File: src/hw/rtl/lapt_pkg.sv
// Shared types, constants and helper functions for the lever-arm position transform.
package lapt_pkg;

  localparam int ANGLE_BITS_DEF = 16;
  localparam int POS_BITS_DEF   = 32;
  localparam int CORDIC_STEPS   = 16;
  localparam int TRIG_W         = 18;
  localparam int Q15_W          = 16;
  localparam int PAIR_W         = 32;
  localparam int TRI_W          = 33;
  localparam int ENTRY_W        = 34;
  localparam int ARM_W          = 16;
  localparam int PROD_W         = ENTRY_W + ARM_W;
  localparam int SUM_W          = PROD_W + 2;
  localparam int D_W            = SUM_W - 30;
  localparam int LANES          = 3;
  localparam logic signed [TRIG_W-1:0] CORDIC_X0 = 18'sd19898;

  typedef enum logic [1:0] {
    REG_FORWARD   = 2'd0,
    REG_STARBOARD = 2'd1,
    REG_DOWN      = 2'd2,
    REG_NONE      = 2'd3
  } cfg_reg_t;

  typedef logic signed [Q15_W-1:0]   q15_t;
  typedef logic signed [ENTRY_W-1:0] entry_t;

  typedef struct packed {
    logic                     neg;
    logic signed [TRIG_W-1:0] x;
    logic signed [TRIG_W-1:0] y;
    logic signed [TRIG_W-1:0] z;
  } trig_lane_t;

  // Row-major rotation matrix, Q4.30.
  typedef struct packed {
    entry_t r00; entry_t r01; entry_t r02;
    entry_t r10; entry_t r11; entry_t r12;
    entry_t r20; entry_t r21; entry_t r22;
  } mat_t;

  typedef struct packed {
    logic signed [ARM_W-1:0] fwd;
    logic signed [ARM_W-1:0] stbd;
    logic signed [ARM_W-1:0] down;
  } arm_t;

  function automatic logic signed [TRIG_W-1:0] atan_step(input int step);
    case (step)
      0:  atan_step = 18'sd8192;
      1:  atan_step = 18'sd4836;
      2:  atan_step = 18'sd2555;
      3:  atan_step = 18'sd1297;
      4:  atan_step = 18'sd651;
      5:  atan_step = 18'sd326;
      6:  atan_step = 18'sd163;
      7:  atan_step = 18'sd81;
      8:  atan_step = 18'sd41;
      9:  atan_step = 18'sd20;
      10: atan_step = 18'sd10;
      11: atan_step = 18'sd5;
      12: atan_step = 18'sd3;
      13: atan_step = 18'sd1;
      14: atan_step = 18'sd1;
      default: atan_step = 18'sd0;
    endcase
  endfunction

  // Undo the half-turn fold and clamp to the symmetric Q1.15 range.
  function automatic q15_t finish_q15(input logic signed [TRIG_W-1:0] v, input logic neg);
    logic signed [TRIG_W-1:0] n;
    n = neg ? -v : v;
    if (n > 18'sd32767) finish_q15 = 16'sd32767;
    else if (n < -18'sd32767) finish_q15 = -16'sd32767;
    else finish_q15 = n[Q15_W-1:0];
  endfunction

endpackage

File: src/hw/rtl/lapt_cordic_cell.sv
// One CORDIC rotation step for the roll, pitch and yaw lanes, registered.
module lapt_cordic_cell #(
  parameter int STEP   = 0,
  parameter int SIDE_W = 1
) (
  input  logic                                        clk,
  input  logic                                        rst,
  input  logic                                        en,
  input  logic                                        in_vld,
  input  lapt_pkg::trig_lane_t [lapt_pkg::LANES-1:0]  in_lanes,
  input  logic [SIDE_W-1:0]                           in_side,
  output logic                                        out_vld,
  output lapt_pkg::trig_lane_t [lapt_pkg::LANES-1:0]  out_lanes,
  output logic [SIDE_W-1:0]                           out_side
);

  localparam logic signed [lapt_pkg::TRIG_W-1:0] ATAN = lapt_pkg::atan_step(STEP);

  lapt_pkg::trig_lane_t [lapt_pkg::LANES-1:0] lanes_next;

  always_comb begin
    logic signed [lapt_pkg::TRIG_W-1:0] xs;
    logic signed [lapt_pkg::TRIG_W-1:0] ys;
    for (int l = 0; l < lapt_pkg::LANES; l++) begin
      xs = in_lanes[l].x >>> STEP;
      ys = in_lanes[l].y >>> STEP;
      lanes_next[l].neg = in_lanes[l].neg;
      if (!in_lanes[l].z[lapt_pkg::TRIG_W-1]) begin
        lanes_next[l].x = in_lanes[l].x - ys;
        lanes_next[l].y = in_lanes[l].y + xs;
        lanes_next[l].z = in_lanes[l].z - ATAN;
      end else begin
        lanes_next[l].x = in_lanes[l].x + ys;
        lanes_next[l].y = in_lanes[l].y - xs;
        lanes_next[l].z = in_lanes[l].z + ATAN;
      end
    end
  end

  always_ff @(posedge clk) begin
    if (rst) begin
      out_vld <= 1'b0;
    end else if (en) begin
      out_vld <= in_vld;
    end
  end

  always_ff @(posedge clk) begin
    if (en) begin
      out_lanes <= lanes_next;
      out_side  <= in_side;
    end
  end

endmodule

File: config.mk
export PLATFORM = sky130hd
export DESIGN_NAME = lapt_cordic_cell
export DESIGN_NICKNAME = d
export VERILOG_FILES = /design/src/hw/rtl/lapt_pkg.sv /design/src/hw/rtl/lapt_cordic_cell.sv
export SDC_FILE = /design/constraint.sdc
export NUM_CORES = 1
export LEC_CHECK = 0
export BUFFER_PORTS_ARGS = -buffer_cell sky130_fd_sc_hd__buf_2
export CORE_MARGIN = 2
export CORE_UTILIZATION = 59
export DETAILED_ROUTE_END_ITERATION = 6
export PLACE_DENSITY = 0.87
export SLEW_MARGIN = 0
export SYNTH_ARGS = -nofsm -noshare
export SYNTH_HDL_FRONTEND = slang
export SYNTH_SLANG_ARGS = --single-unit
export TNS_END_PERCENT = 50
File: constraint.sdc
create_clock -name clk -period 9.4 [get_ports clk]
set_input_delay 1.88 -clock clk [delete_from_list [all_inputs] [get_ports clk]]
set_output_delay 1.88 -clock clk [all_outputs]
set_load 0.005 [all_outputs]
==> reports/metrics.cfg, run 1 <==
[worst_setup_path]
worstPathArrival_ns = 4.68
critPathSlowestCell = o311ai_0
cpPeakStageDelay_ns = 0.70
critical_path_class = primary input to flop
crit_path_max_fanout = 5
path_buf_inv = 1
start_kind = primary input
crit_path_cell_trace = buf_2 > ha_1 > fa_1 > nor2b_1 > o311ai_0 > nor2_1 > o32ai_2 > o311ai_0 > a21boi_1 > xnor2_1
worstPathRequired_ns = 9.58
critPathTopFamily = compound AO/OA/AOI/OAI gates
endpoint_kind = flop
path_common_cell = o311ai_0

[clock_network]
root_buffer = clkbuf_16
cts_buffer_depth = 2
clkLatencyLatePin_ns = 0.43
holdBufCountCts = 0
clk_pin_slew_worst_paths_ns = 0.08
numCtsBuffers = 17
cts_sinks = 164
htreeDepth = 4
cts_setup_buffers = 0
post_cts_resized = 0
tritoncts = done

[route]
drt-vias-per-instance = 5.99
routed_wl_um = 39700
drt.antenna.violating_nets = 0
drt_pass1_iterations = 7
wire_per_inst_um = 19.6
drt-initial-drc-count = 1162
route.detailed.drc = 0
vias = 12115

[timing]
final.setup_skew_ns = 0
setup_tns_ns = 0
hold_ws_ns = 0.539
fin_crit_sh_pct = 47.8
rsz0062_at_grt = false
worst_pin_slew_ns = 1.06
setup_viol = 0
fin_crit_ns = 4.50
slew_viol_final = 0
fmax_ghz = 0.222
hold_viol = 0
relSlewSlack_pct = 29.3

[place]
place_inst = 1986
gp_congestion = 1.01
hpwl_um = 31200
portBuffers = 336

[cells_and_area]
drive_gt1_share_pct = 23.0
final_core_util_pct = 70.5
nets = 2064
layout.cells.non_filler = 2023
area_delta_synth_final_pct = 17.6
fillers = 1775

[grt]
grt_pass1_vias = 11342
overflow = 0
antenna_found_initial = 5
grt_pass1_wl_um = 60800
grt_use_total_pct = 32.1
grt_max_degree = 106

[synth]
yosysUniqueCellTypes = 85
yosys_register_bits = 164
synth_cells = 1430
yosysTopAreaCellShare_pct = 36.1
postSynthAreaPerCell_um2 = 9.47
yosys.area.top_type = edfxtp_1
synthArstFlopShare_pct = 0
synth_fp_nets = 1774
synth.cell_area_um2 = 13500
ys.flop_type = edfxtp_1
synth_edf_count = 163
synth_area_leaders = edfxtp_1 (36%), ha_1 (15%), xnor2_1 (5.8%)
ys_warn_count = 0
ys_seq_area_share_pct = 36.3

[pwr]
p_leak_nw = 7.27
power_mw = 2.46
cellPowerDensity_nw_per_um2 = 154
peakVddDrop_mv = 0.121

[worst_hold_path]
hold_class = flop to flop

[floorplanning]
dieArea_um2 = 24200
initial_core_util_pct = 60.0
rows = 55
io_pins = 337
die_h_um = 156
die_x_um = 156
fp.coreArea_um2 = 22600

[outcome]
status = completed

[run]
maxCapViolCount = 0

==> per-stage QoR <==
step / instance area, um^2 / worst slack (ns)
CTS: 15900 / 4.93
global placement: 15300 / 4.51
finish: 15900 / 4.90
global route: 15900 / 4.72
detailed placement: 15300 / 4.48
floorplan: 13500 / 5.17
==> cell type report <==
class | count | area [um^2] | area share (%)
inverters | 160 | 601 | 3.77
repair buffers | 338 | 1700 | 10.7
clock inverters | 15 | 171 | 1.08
flip-flops and latches | 164 | 4910 | 30.9
clock buffers | 17 | 425 | 2.67
well taps | 285 | 357 | 2.24
diodes | 5 | 12.5 | 0.0786
multi-input cells | 1039 | 7740 | 48.6
==> worst min-delay path, cell delays in order, from the launching register on <==
cell     delay, ns
dfxtp_1       0.32
mux2i_1       0.12
nor2_1        0.06
==> where the power goes <==
part	switching, mW	leakage, nW	internal [mW]	total [mW]
Clock	0.349	0.295	0.362	0.712
Combinational	0.456	5.37	0.316	0.772
Sequential	0.0331	1.60	0.941	0.974
Total	0.839	7.27	1.62	2.46
==> registers in the layout, indices dropped and copies added, names as in the netlist <==
signal     count
out_lanes    162
out_side       1
out_vld        1
==> cell usage in the layout, fill, tap and decap left out, types with 6 or more instances in the layout <==
cell,netlist,final
o211ai_1,10,10
clkbuf_16,0,17
o21a_1,19,19
inv_8,0,7
nor2_1,92,92
fa_1,12,12
o21ai_0,95,95
nand4_1,12,12
xnor2_1,89,89
edfxtp_1,163,163
ha_1,162,162
a211oi_1,14,14
inv_1,154,154
nand2_1,57,57
o21bai_1,15,15
nand2b_1,20,20
or2_2,7,7
nor3b_1,6,6
buf_2,12,335
xor2_1,16,16
a21oi_1,152,152
o22ai_1,6,6
a31oi_1,9,9
nand3_1,14,14
a21o_1,34,34
a221oi_1,6,6
nor2b_1,26,26
nor3_1,18,18
or3_1,14,14
mux2i_1,16,16
o31ai_1,11,11
a2111oi_0,6,6
==> cell families after synthesis <==
family | after synthesis | synth area share [%]
AOI/OAI and AO/OA | 455 | 21.9
and+or+nand+nor | 289 | 10.5
buffers and inverters | 227 | 6.57
adders and majority gates | 174 | 16.7
DFF | 164 | 36.3
xor gates and xnor gates | 105 | 6.79
muxes | 16 | 1.18
==> metal layers <==
layer | wire, um | share of wire (%) | up-vias | GRT usage, %
met5 | 0 | 0 | - | 0
met4 | 1450 | 3.7 | 0 | 12.1
met3 | 3220 | 8.1 | 102 | 4.99
met2 | 19200 | 48 | 659 | 55.3
met1 | 15800 | 40 | 5658 | 41.0
li1 | - | - | 5696 | -
==> cells in the mapped netlist, types with 5 or more instances <==
library cell / number
or3_1: 14
nand4_1: 12
buf_1: 7
or2_2: 7
a221oi_1: 6
ha_1: 162
edfxtp_1: 163
fa_1: 12
a211oi_1: 14
xnor2_1: 89
xor2_1: 16
o21ai_0: 95
nor4_1: 5
a2111oi_0: 6
clkbuf_1: 43
nand2_1: 57
and2_1: 5
nor2b_1: 26
nor3b_1: 6
nor3_1: 18
o21a_1: 19
o31ai_1: 11
a21o_1: 34
inv_1: 154
a31oi_1: 9
o22ai_1: 6
mux2i_1: 16
o41ai_1: 5
a211o_1: 5
buf_2: 12
o211ai_1: 10
nand3_1: 14
nor2_1: 92
nand2b_1: 20
a21oi_1: 152
o21bai_1: 15
==> path summary, 6_finish.rpt <==
| check | slack [ns] | from | to | cells after the start |
|---|---|---|---|---|
| worst max-delay path | 4.90 | in_lanes[73] | out_lanes[87]$_DFFE_PP_ | 10 |
| worst min-delay path | 0.54 | out_vld$_SDFFE_PP0P_ | out_vld$_SDFFE_PP0P_ | 2 |
| worst max register to register | 8.79 | out_vld$_SDFFE_PP0P_ | out_vld$_SDFFE_PP0P_ | 2 |
| worst min register to register | 0.54 | out_vld$_SDFFE_PP0P_ | out_vld$_SDFFE_PP0P_ | 2 |
No activity file was read; power rests on OpenSTA's default activity.
==> inputs of run 2 (changes only) <==
Settings changed: ABC_AREA set to 1, CORE_UTILIZATION 59 to 56, PLACE_DENSITY 0.87 to 0.82.
Clock period 9.4 ns to 4.6 ns, I/O delays scaled along.
==> run 2 against run 1 <==
Setup slack lost 2.9 ns. Clock power grew 110%. Cell area grew 9.4%. Hold slack lost 0.011 ns. Via count grew 23%. Sequential power grew 99%. Largest cell class unchanged. Combinational power grew 120%. Largest power group unchanged. Count of clock-buffer cells in the layout is the same. Non-clock buffer count grew 6. Critical endpoint is now out_lanes[86]$_DFFE_PP_. Die area grew 17%.
==> reports/metrics.cfg, run 2 <==
[floorplanning]
io_pins = 337
die_x_um = 168
die_h_um = 168
fp.coreArea_um2 = 26700
dieArea_um2 = 28200
rows = 60
initial_core_util_pct = 56.6

[timing]
setup_tns_ns = 0
final.setup_skew_ns = 0
setup_ws_ns = 2.05
fin_crit_ns = 2.55
hold_viol = 0
setup_viol = 0
worst_pin_slew_ns = 0.781
slew_viol_final = 0
relSlewSlack_pct = 47.9
fmax_ghz = 0.392
rsz0062_at_grt = false
fin_crit_sh_pct = 55.5

[synth]
yosys.area.top_type = edfxtp_1
postSynthAreaPerCell_um2 = 7.50
synth_fp_nets = 2354
yosys_register_bits = 164
synth_area_leaders = edfxtp_1 (32%), ha_1 (13%), nand2_1 (13%)
yosysUniqueCellTypes = 44
synth.cell_area_um2 = 15100
synth_cells = 2010
synth_edf_count = 163
ys_seq_area_share_pct = 32.6
yosys-top-cells-count = nand2_1 (511), inv_1 (294), nand3_1 (232)
ys.flop_type = edfxtp_1
yosysTopAreaCellShare_pct = 32.5
yosysMostFrequentCell = nand2_1
ys_warn_count = 0
synthArstFlopShare_pct = 0

[route]
drt_pass1_iterations = 5
drt-vias-per-instance = 5.56
routed_wl_um = 45500
drt-initial-drc-count = 1338
route.detailed.drc = 0
vias = 14857
drt.antenna.violating_nets = 0
wire_per_inst_um = 17.0

[worst_setup_path]
cpPeakStageDelay_ns = 0.58
critical_path_class = primary input to flop
endpoint_kind = flop
r2r_start = out_vld$_SDFFE_PP0P_
r2r_cells = 2
r2r-end = out_vld$_SDFFE_PP0P_
crit_path_max_fanout = 12
worstPathArrival_ns = 2.75
start_kind = primary input
path_common_cell = nand2_1
crit_path_cell_trace = buf_2 > inv_1 > ha_1 > nand2_1 > nor3_1 > nand2_1 > nand3_1 > nand2_1 > nand2_1 > nand2_1 > nand3_1 > nand2_1
critPathSlowestCell = ha_1
rrSetupSlack_ns = 4.00
worstPathRequired_ns = 4.80

[clock_network]
post_cts_resized = 0
htreeDepth = 4
holdBufCountCts = 0
cts_setup_buffers = 0
cts_buffer_depth = 2
cts_sinks = 164
clk_pin_slew_worst_paths_ns = 0.08
clkLatencyLatePin_ns = 0.44
root_buffer = clkbuf_16
tritoncts = done
numCtsBuffers = 17

[place]
place_inst = 2631
portBuffers = 336
gp_congestion = 0.960
hpwl_um = 36300
post-place-ws_ns = 1.64

[cells_and_area]
area_delta_synth_final_pct = 15.6
layout.cells.non_filler = 2673
nets = 2653
largest_register = out_lanes
final_common_cell = nand2_1
final_core_util_pct = 65.4
largest_reg_flops = 162
drive_gt1_share_pct = 19.6
final_cell_mix = nand2_1 (511), buf_2 (335), inv_1 (294)
reg_top3 = out_lanes (162), out_side (1), out_vld (1)
fillers = 2355

[worst_hold_path]
hold_end = out_vld$_SDFFE_PP0P_
whs_path_depth = 2
worstHoldStart = out_vld$_SDFFE_PP0P_
hold_class = flop to flop

[pwr]
cellPowerDensity_nw_per_um2 = 295
p_leak_nw = 9.00
peakVddDrop_mv = 0.191
power_mw = 5.14

[run]
maxCapViolCount = 0

[grt]
grt_pass1_wl_um = 70600
grt_use_total_pct = 31.6
grt_pass1_vias = 13907
antenna_found_initial = 10
grt_max_degree = 71
overflow = 0

[outcome]
status = completed

[run 2: layout make-up]
class,instances,area [um^2],area share [%]
clock buffer,17,425,2.44
inverter,305,1140,6.57
clock inverter,15,176,1.01
antenna,10,25.0,0.144
sequential,164,4910,28.2
tap,341,427,2.45
timing repair buffer,344,1760,10.1
multi-input combinational,1477,8550,49.1
[run 2: worst max-delay path by stage]
| stage | end | start | cells past startpoint |
|---|---|---|---|
| 5_1_grt | out_lanes[86]$_DFFE_PP_ | in_lanes[76] | 12 |
| 3_3_place_gp | out_lanes[136]$_DFFE_PP_ | in_lanes[128] | 10 |
| 2_1_floorplan | out_lanes[136]$_DFFE_PP_ | in_lanes[128] | 9 |
| 4_1_cts | out_lanes[86]$_DFFE_PP_ | in_lanes[76] | 12 |
| 6_report | out_lanes[86]$_DFFE_PP_ | in_lanes[76] | 12 |
| 3_5_place_dp | out_lanes[86]$_DFFE_PP_ | in_lanes[76] | 12 |
[run 2: kinds of logic after synthesis]
| kind of cell | count (synthesis) | synth area share, % |
|---|---|---|
| fa+ha+maj | 174 | 15.0 |
| mux | 1 | 0.0664 |
| xor+xnor | 42 | 2.44 |
| simple gates | 947 | 27.3 |
| buf+inv | 369 | 10.7 |
| compound gates | 313 | 11.9 |
| flops | 164 | 32.6 |
[run 2: metal layers]
metal	global-route usage (%)	part of all wire, %	wire length (um)
met4	11.7	3.4	1540
met3	4.16	7.6	3470
met2	52.2	45	20700
met1	42.8	43	19800
met5	0	0.015	7
[run 2: worst max-delay path, delay by kind of cell]
| kind | cells | cell delay (ns) |
|---|---|---|
| and+or+nand+nor | 9 | 1.10 |
| adders and majority gates | 1 | 0.58 |
| buffers and inverters | 2 | 0.16 |
[run 2: report_power, final]
group | total [mW] | leakage, nW | switching (mW) | internal, mW
logic | 1.69 | 7.10 | 1.10 | 0.597
clock network | 1.51 | 0.295 | 0.768 | 0.742
registers | 1.94 | 1.60 | 0.0602 | 1.88
[run 2: through the flow]
step,hold slack (ns),area [um^2]
2_1_floorplan,0.485,15100
3_3_place_gp,0.471,16800
3_5_place_dp,0.503,16800
4_1_cts,0.531,17400
5_1_grt,0.563,17400
6_report,0.528,17400
==> inputs of run 3 (changes only) <==
Settings changed: CORE_UTILIZATION 56 to 51, PLACE_DENSITY 0.82 to 0.79.
Clock period 4.6 ns to 2.3 ns, I/O delays scaled along.
==> run 3 against run 2 <==
Sequential power is 99% higher. Die area is 9.6% higher. Cell area is 5.0% higher. Critical path depth stayed put. Clock skew stayed put. Total power is 100% higher. Clock power is 99% higher. Sequential share of layout area is 1.3 points lower. Non-clock buffer count is 110 higher. Core utilization is 2.2 points lower.
==> reports/metrics.cfg, run 3 (synthesis results as in run 2) <==
[outcome]
status = completed

[route]
drt-vias-per-instance = 5.38
wire_per_inst_um = 16.0
drt_pass1_iterations = 6
route.detailed.drc = 0
vias = 15191
routed_wl_um = 45200
drt.antenna.violating_nets = 0
drt-initial-drc-count = 1252

[worst_setup_path]
start_kind = primary input
r2r_start = out_vld$_SDFFE_PP0P_
crit_path_max_fanout = 9
endpoint_kind = flop
r2r-end = out_vld$_SDFFE_PP0P_
worstPathArrival_ns = 2.16
critical_path_class = primary input to flop
cp-endpoint = out_lanes[145]$_DFFE_PP_
rrSetupSlack_ns = 1.72
setup.worst_path.start = in_lanes[133]
r2r_cells = 2
worstPathRequired_ns = 2.51

[timing]
final.setup_skew_ns = 0
fin_crit_sh_pct = 84.8
worst_pin_slew_ns = 0.465
setup_viol = 0
fmax_ghz = 0.513
rsz0062_at_grt = false
hold_viol = 0
relSlewSlack_pct = 68.7
slew_viol_final = 0
fin_crit_ns = 1.95
setup_tns_ns = 0

[pwr]
cellPowerDensity_nw_per_um2 = 576
power_mw = 10.5
peakVddDrop_mv = 0.397
p_leak_nw = 9.51

[clock_network]
tritoncts = done
cts_sinks = 164
root_buffer = clkbuf_16
cts_setup_buffers = 0
post_cts_resized = 0
clk_pin_slew_worst_paths_ns = 0.07
numCtsBuffers = 17
holdBufCountCts = 0
cts_buffer_depth = 2
htreeDepth = 4
clkLatencyLatePin_ns = 0.44

[floorplanning]
fp.coreArea_um2 = 28900
die_h_um = 176
rows = 62
die_x_um = 176
initial_core_util_pct = 52.1
dieArea_um2 = 30900
io_pins = 337

[cells_and_area]
final_common_cell = nand2_1
area_delta_synth_final_pct = 21.4
drive_gt1_share_pct = 23.1
largest_register = out_lanes
layout.cells.non_filler = 2821
final_core_util_pct = 63.2
final_cell_mix = nand2_1 (511), buf_2 (335), inv_1 (294)
largest_reg_flops = 162
seq_area_um2 = 4910
fillers = 2504
nets = 2763
reg_top3 = out_lanes (162), out_side (1), out_vld (1)
multi_input_area_um2 = 8550

[place]
hpwl_um = 36700
gp_congestion = 0.997
portBuffers = 336
place_inst = 2784

[grt]
grt_use_total_pct = 29.0
met1_usage_pct = 36.3
top_usage_layer = met2
met3_usage_pct = 4.52
use_met2_pct = 49.7
antenna_found_initial = 6
grt_max_degree = 48
grt_pass1_vias = 14883
grt_pass1_wl_um = 71700
overflow = 0

[run]
maxCapViolCount = 0

[worst_hold_path]
hold_class = primary input to flop

==> run 3: metrics by stage <==
stage          instance area [um^2]  hold slack [ns]  worst slack (ns)
2_1_floorplan                 15100            0.485             0.285
3_3_place_gp                  17700            0.472           -0.0172
3_5_place_dp                  17700            0.482           -0.0744
4_1_cts                       18300            0.150             0.399
5_1_grt                       18300            0.162             0.211
6_report                      18300            0.165             0.350
==> run 3: worst min path at each step <==
stage                               from              endpoint  slack, ns  cells past startpoint
floorplan           out_vld$_SDFFE_PP0P_  out_vld$_SDFFE_PP0P_       0.48                      2
global placement    out_vld$_SDFFE_PP0P_  out_vld$_SDFFE_PP0P_       0.47                      2
detailed placement  out_vld$_SDFFE_PP0P_  out_vld$_SDFFE_PP0P_       0.48                      2
CTS                                  rst  out_vld$_SDFFE_PP0P_       0.15                      2
global route                         rst  out_vld$_SDFFE_PP0P_       0.16                      2
finish                               rst  out_vld$_SDFFE_PP0P_       0.16                      2
==> run 3: report_power, final <==
group | switching (mW) | internal (mW)
clock | 1.30 | 1.71
sequential | 0.112 | 3.76
combinational | 2.24 | 1.41
==> run 3: layout make-up <==
class,count,share of cell area (%)
Timing Repair Buffer,454,14.2
Multi-Input combinational cell,1477,46.7
Tap cell,384,2.63
Sequential cell,164,26.9
Clock inverter,11,0.841
Inverter,305,6.26
Antenna cell,6,0.0821
Clock buffer,20,2.39
==> run 3: routing by layer <==
layer | share of wire, % | up-vias
met3 | 7.0 | 113
met4 | 3.5 | 0
li1 | - | 7389
met2 | 48 | 695
met1 | 41 | 6994
met5 | 0 | -
==> run 3: critical path, cell delays in order <==
cell	delay (ns)
buf_2	0.11
inv_1	0.04
ha_1	0.46
nand2_1	0.18
nor2_2	0.19
nand3_1	0.18
nand3_2	0.16
nand2_1	0.08
nand2_1	0.09
nand2_1	0.06
nand3_1	0.07
nand2_1	0.06
